**config.mk**
```make
export PLATFORM = sky130hd
export DESIGN_NAME = ssaa_div
export DESIGN_NICKNAME = d
export VERILOG_FILES = /design/src/rtl/core/ssaa_pkg.sv /design/src/rtl/core/ssaa_div.sv
export SDC_FILE = /design/constraint.sdc
export NUM_CORES = 1
export LEC_CHECK = 0
export BUFFER_PORTS_ARGS = -buffer_cell sky130_fd_sc_hd__clkbuf_2
export CELL_PAD_IN_SITES_DETAIL_PLACEMENT = 1
export CELL_PAD_IN_SITES_GLOBAL_PLACEMENT = 1
export CORE_MARGIN = 2
export CORE_UTILIZATION = 45
export DETAILED_ROUTE_END_ITERATION = 12
export PLACE_DENSITY = 0.93
export SLEW_MARGIN = 5
export SYNTH_ARGS = -nofsm -noshare
export SYNTH_HDL_FRONTEND = slang
export SYNTH_SLANG_ARGS = --single-unit
```
**constraint.sdc**
```tcl
create_clock -name clock -period 5.7 [get_ports clock]
set_input_delay 0.57 -clock clock [delete_from_list [all_inputs] [get_ports clock]]
set_output_delay 0.57 -clock clock [all_outputs]
set_load 0.02 [all_outputs]
```
**src/rtl/core/ssaa_pkg.sv**
```systemverilog
// Shared constants and handshake types for the spot sample accumulate average block.
package ssaa_pkg;

   localparam int unsigned MAX_WIDTH_DEF  = 256;
   localparam int unsigned MAX_HEIGHT_DEF = 256;

   localparam int unsigned DIM_W     = 9;
   localparam int unsigned POS_W     = 16;
   localparam int unsigned SIG_W     = 24;
   localparam int unsigned GAIN_W    = 16;
   localparam int unsigned GAIN_FRAC = 14;
   localparam int unsigned CNT_W     = 16;
   localparam int unsigned SUM_W     = 40;
   localparam int unsigned QUOT_W    = 24;
   localparam int unsigned COORD_W   = 12;
   localparam int unsigned ENTRY_W   = SUM_W + CNT_W;

   localparam logic [DIM_W-1:0] DIM_RESET = 9'd256;

   localparam logic FUNC_ACCUM = 1'b0;
   localparam logic FUNC_READ  = 1'b1;

   localparam logic CSR_IMAGE_WIDTH  = 1'b0;
   localparam logic CSR_IMAGE_HEIGHT = 1'b1;

   typedef struct packed {
      logic              start;
      logic [SUM_W-1:0]  dividend;
      logic [CNT_W-1:0]  divisor;
   } div_req_type;

   typedef struct packed {
      logic              done;
      logic              sat;
      logic [QUOT_W-1:0] quot;
   } div_rsp_type;

endpackage

```
**src/rtl/core/ssaa_div.sv**
```systemverilog
// Shared restoring divider, one quotient bit per cycle, clipped at 24 bits.
module ssaa_div (
   input  logic                 clock,
   input  logic                 reset,
   input  ssaa_pkg::div_req_type div_req,
   output ssaa_pkg::div_rsp_type div_rsp
);

   localparam int unsigned QW    = ssaa_pkg::QUOT_W;
   localparam int unsigned RW    = ssaa_pkg::CNT_W;
   localparam int unsigned SW    = ssaa_pkg::SUM_W;
   localparam int unsigned STEP_W = $clog2(QW + 1);

   logic              busy_ff, busy_in;
   logic              done_ff, done_in;
   logic [STEP_W-1:0] steps_ff;
   logic [RW-1:0]     rem_ff;
   logic [QW-1:0]     quo_ff;
   logic [RW-1:0]     divisor_ff;
   logic              sat_ff;

   logic [RW:0]       trial;
   logic [RW:0]       diff;
   logic              fits;
   logic              ovf;

   // quotient >= 2^24 exactly when the top bits of the dividend reach the divisor
   assign ovf   = div_req.dividend[SW-1 -: RW] >= div_req.divisor;
   assign trial = {rem_ff, quo_ff[QW-1]};
   assign fits  = trial >= {1'b0, divisor_ff};
   assign diff  = trial - {1'b0, divisor_ff};

   always_comb begin
      busy_in = busy_ff;
      done_in = 1'b0;
      if (div_req.start) begin
         busy_in = !ovf;
         done_in = ovf;
      end else if (busy_ff && steps_ff == STEP_W'(1)) begin
         busy_in = 1'b0;
         done_in = 1'b1;
      end
   end

   always_ff @(posedge clock) begin
      if (reset) begin
         busy_ff <= 1'b0;
         done_ff <= 1'b0;
      end else begin
         busy_ff <= busy_in;
         done_ff <= done_in;
      end
   end

   always_ff @(posedge clock) begin
      if (div_req.start) begin
         divisor_ff <= div_req.divisor;
         rem_ff     <= div_req.dividend[SW-1 -: RW];
         quo_ff     <= ovf ? {QW{1'b1}} : div_req.dividend[QW-1:0];
         sat_ff     <= ovf;
         steps_ff   <= STEP_W'(QW);
      end else if (busy_ff) begin
         rem_ff   <= fits ? diff[RW-1:0] : trial[RW-1:0];
         quo_ff   <= {quo_ff[QW-2:0], fits};
         steps_ff <= steps_ff - STEP_W'(1);
      end
   end

   assign div_rsp.done = done_ff;
   assign div_rsp.sat  = sat_ff;
   assign div_rsp.quot = quo_ff;

endmodule

```
==> results.txt <==
The run finished with clean final reports. After synthesis the cells add up to 4000 um2. Setup violations remaining at the end of the flow were counted as 0.

The final number of hold-violating endpoints came to 0. Traced cell by cell, the critical path runs through clkbuf_2 -> inv_1 -> ha_1 -> nand2b_1 -> a21o_1 -> a21oi_1 -> o211ai_1 -> a41oi_2 -> nand2_1 -> o22a_1. The class of the most critical hold timing path is input pin to flop. The post-synthesis xor/xnor area fraction is under 10%.

The count of buffers added by post-CTS timing repair for setup is 0. The largest individual stage delay along the critical path comes from the cell sky130_fd_sc_hd__a41oi_2. The overall overflow remaining after global route is 0.

The largest net degree at the start of global routing is approximately 110. The wire length per cell came out at around 17 um. The final-report max-slew violation count came out at 0. The multi-input combinational cell area is 1843 um2.

By area the synthesized netlist is led by sky130_fd_sc_hd__edfxtp_1 (43%), sky130_fd_sc_hd__ha_1 (11%), sky130_fd_sc_hd__inv_1 (5.7%), sky130_fd_sc_hd__a21oi_1 (5.6%), sky130_fd_sc_hd__a31oi_1 (3.8%). By instance count, the leading cell after synthesis is sky130_fd_sc_hd__inv_1. The post-detailed-route DRC marker count came out at 0.

The count of distinct cell types in the synthesized netlist came out at 53. The clock network power share is between 30% and 40%. The post-layout net count came out at around 590.

Along the worst path, the maximum fanout reaches 26. Summed over all cells, the static leakage comes to 2.144 nW. The area taken by flip-flops and latches came out at 1852 um2. The design internal power is 1.081 mW. The layout overhead on the synthesized area came out at 18.36%. The overall die area came out at around 9700 um2. The relative max-transition margin came out at between 20 and 25%. The setup skew after layout is 0.01137 ns. The die width is 98.28 um.

The number of nets with antenna violations after routing is 0. Sequential cells account for between 30% and 40% of the total power. The initial utilization of the core area, before any placement, comes to approximately 46%. From bottom edge to top edge, the die measures 98.28 um. The placeable core region came out at 8678 um2. Clock tree synthesis selected as its root buffer the cell sky130_fd_sc_hd__clkbuf_8. Setup repair after global routing left no endpoint under its margin. After filler insertion, the fill cell instance count of the layout stands at around 1000. IR analysis of the VDD net gives a maximum drop of approximately 0.15 mV. The post-route non-filler standard cell count is 605. The share of power burned in combinational logic came out at 30.6%.

The fraction of met3 tracks used by global routing came out at under 10%. The mean area per synthesized cell is 9.662 um2. The total routed wirelength is 10.34 mm. The number of cells upsized or downsized after cts came out at 0.

The number of antenna diodes is 0. The number of buffer cells added on primary ports came out at 84. The I/O pin count is 85. The family of cells with the greatest summed delay on the critical path is compound AO/OA/AOI/OAI gates. The CTS sink count is 64. The detailed-routing iteration count for the pre-antenna-repair pass came out at 4. The number of H-tree levels is 3. The fraction of post-synthesis cell area in the top cell type by area came out at between 40% and 50%. The arrival time of the worst setup path is roughly 3 ns. The number of buffers inserted by hold repair at cts is 0. The number of nets in the synthesized netlist is just over 500. The clock slew at the register clock pins of the worst setup and hold paths is approximately 0.080 ns. The ratio of cells with drive above 1 in the final layout is a little over a fifth. The clock insertion delay at the later pin of the skew report is roughly 0.35 ns.

The proportion of synthesized flip-flops having asynchronous set or reset came out at 0%. The violation count after the first detailed-route iteration is roughly 180. In this run, synthesis inferred between 50 and 60 flip-flops with an integrated enable. The power per standard cell area is ~340 nW/um2. Synthesis produced a netlist whose cell count is about 410.

Summing the areas of all compound-gate instances in the mapped netlist gives 19.02% of the synthesized area. The longest clock path from root to sink contains 2 buffers. The required time of the worst setup path came out at between 5 and 6 ns. Routability-driven placement finished with a final weighted congestion of 0.7822. For the final routed database, the setup TNS stands at 0 ns. Across the run, the number of max-cap violations was 0. The synthesis-stage register bit count came out at between 60 and 70. The slew of the pin with the lowest slew margin is ~1.2 ns. The via count of the first global-routing pass came to 3662.

After global routing, the most crowded layer is met2. The upper clock frequency limit came out at 0.3463 GHz. The TritonCTS buffer count is 9. By area, the combinational part of the netlist is dominated by compound AO/OA/AOI/OAI gates. In the global route stage, met2 resource usage came out at roughly 40%. The Yosys warning count came out at 0. The highest cell delay on the worst timing path is about 0.96 ns. Of the post-synthesis cell area, the part taken by muxes is 0%. The worst setup path is captured at a flop. The final period demand of the worst path came out at a little under 3 ns. The most used flip-flop cell after synthesis is sky130_fd_sc_hd__edfxtp_1. After synthesis, the most frequently instantiated cells are sky130_fd_sc_hd__inv_1 (61), sky130_fd_sc_hd__edfxtp_1 (57), sky130_fd_sc_hd__a21oi_1 (45). In this run switching power makes up about a third of total power. The global-route wire length before repair came out at about 17 mm. The number of buffers and inverters on the critical path is 2. The via density per instance came out at between 5 and 6. The synthesized-area fraction occupied by and/or/nand/nor cells is 13.29%. The total instance count after detailed placement is 589. The floorplan row count is 34. The clock tree from TritonCTS is built. The critical path in this run is classified as input pin to flop. In this run the power spent charging and discharging nets is roughly 0.52 mW.

Summed over all instances, the cell type with the most area after synthesis is sky130_fd_sc_hd__edfxtp_1. STA classifies the critical path startpoint as an input pin. The detailed placement HPWL is ~7.7 mm. The overall routing resource usage is 22.35%. The initial antenna violation count came out at 0. In the global route stage, met1 resource usage came out at between 20% and 30%. The total number of vias came out at between 3000 and 4000.

After layout, the worst path uses between 50% and 60% of the clock period. The adder-cell area share of the yosys netlist is roughly 11%. Overall power consumption after layout is estimated at approximately 1.6 mW.

The post-synthesis sequential area ratio came out at a little under half.
[logic make-up after synthesis]
logic type | after synthesis
AOI/OAI and AO/OA | 119
xor gates and xnor gates | 12
adders and majority gates | 35
buffers and inverters | 78
DFF | 64
and+or+nand+nor | 106
[area by class of cell]
type,count,area share [%]
clock buffer,10,2.907
clock inverter,6,2.431
inverter,61,4.836
multi-input combinational,272,38.93
sequential,64,39.11
tap,108,2.854
timing repair buffer,84,8.932
[through the flow]
step | worst slack (ns) | area (um2) | util [%] | hold WS, ns
final | 2.812 | 4735 | 54.56 | 0.3925
after CTS | 2.831 | 4735 | 54.56 | 0.3825
after global routing | 2.575 | 4735 | 54.56 | 0.3960
after global placement | 2.539 | 4482 | 51.64 | 0.4828
after detailed placement | 2.454 | 4482 | 51.64 | 0.5069
after floorplan | 3.191 | 4000 | - | 0.4685
[placed cells by master, fill, tap and decap left out, types with 2 or more instances in the layout]
cell type	instances
sky130_fd_sc_hd__inv_1	61
sky130_fd_sc_hd__a21oi_1	45
sky130_fd_sc_hd__or3b_1	2
sky130_fd_sc_hd__xnor2_1	10
sky130_fd_sc_hd__clkbuf_2	83
sky130_fd_sc_hd__o21a_1	5
sky130_fd_sc_hd__nor2b_1	16
sky130_fd_sc_hd__edfxtp_1	57
sky130_fd_sc_hd__o21bai_1	2
sky130_fd_sc_hd__a31oi_1	24
sky130_fd_sc_hd__o31ai_1	2
sky130_fd_sc_hd__nor4b_1	2
sky130_fd_sc_hd__bufinv_16	3
sky130_fd_sc_hd__nor3b_1	2
sky130_fd_sc_hd__nand2_1	23
sky130_fd_sc_hd__xor2_1	2
sky130_fd_sc_hd__dfxtp_1	7
sky130_fd_sc_hd__nor2_1	31
sky130_fd_sc_hd__nor3_1	8
sky130_fd_sc_hd__ha_1	34
sky130_fd_sc_hd__a21o_1	7
sky130_fd_sc_hd__nand3_1	6
sky130_fd_sc_hd__a211oi_1	5
sky130_fd_sc_hd__nand2b_1	3
sky130_fd_sc_hd__clkbuf_8	10
sky130_fd_sc_hd__and3_1	4
sky130_fd_sc_hd__o21ai_0	10
sky130_fd_sc_hd__o211ai_1	4
[power groups by stage]
| stage | registers, mW | logic (mW) | clock network (mW) |
|---|---|---|---|
| finish | 0.619 | 0.492 | 0.495 |
| global route | 0.625 | 0.548 | 0.519 |
| global placement | 0.624 | 0.462 | 0 |
| floorplan | 0.638 | 0.335 | 0 |
| detailed placement | 0.629 | 0.488 | 0 |
| CTS | 0.619 | 0.492 | 0.504 |
[worst reg2reg max path, cell delays in order, from the launching register on]
cell and delay [ns]:
sky130_fd_sc_hd__edfxtp_1 0.42, sky130_fd_sc_hd__ha_1 0.36, sky130_fd_sc_hd__a21oi_1 0.45, sky130_fd_sc_hd__o21ai_0 0.18
sky130_fd_sc_hd__a21oi_1 0.19, sky130_fd_sc_hd__o21ai_2 0.11, sky130_fd_sc_hd__or2_1 0.44, sky130_fd_sc_hd__o21ai_0 0.31
sky130_fd_sc_hd__o21ai_0 0.10
[sequential cells by signal (all words and copies together), names as in the netlist]
register    flops
quo_ff         24
steps_ff        5
sat_ff          1
divisor_ff     16
busy_ff         1
rem_ff         16
done_ff         1
[path summary, 6_finish.rpt]
kind / startpoint / cells after the start / to / slack, ns
worst max-delay path: div_req[40] / 10 / quo_ff[0]$_DFFE_PP_ / 2.81
worst min-delay path: reset / 2 / busy_ff$_SDFFE_PP0P_ / 0.39
worst max register to register: rem_ff[11]$_DFFE_PP_ / 8 / rem_ff[2]$_DFFE_PP_ / 2.86
worst min register to register: steps_ff[1]$_SDFFE_PP0P_ / 2 / steps_ff[1]$_SDFFE_PP0P_ / 0.51
[per-layer routing]
metal,up-vias,share of wire [%],wire length (um)
li1,1622,-,-
met1,1619,41,4245
met2,109,51,5278
met3,23,5.0,520
met4,0,2.9,297
met5,-,0,0
Power figures use the tool's default switching activity.
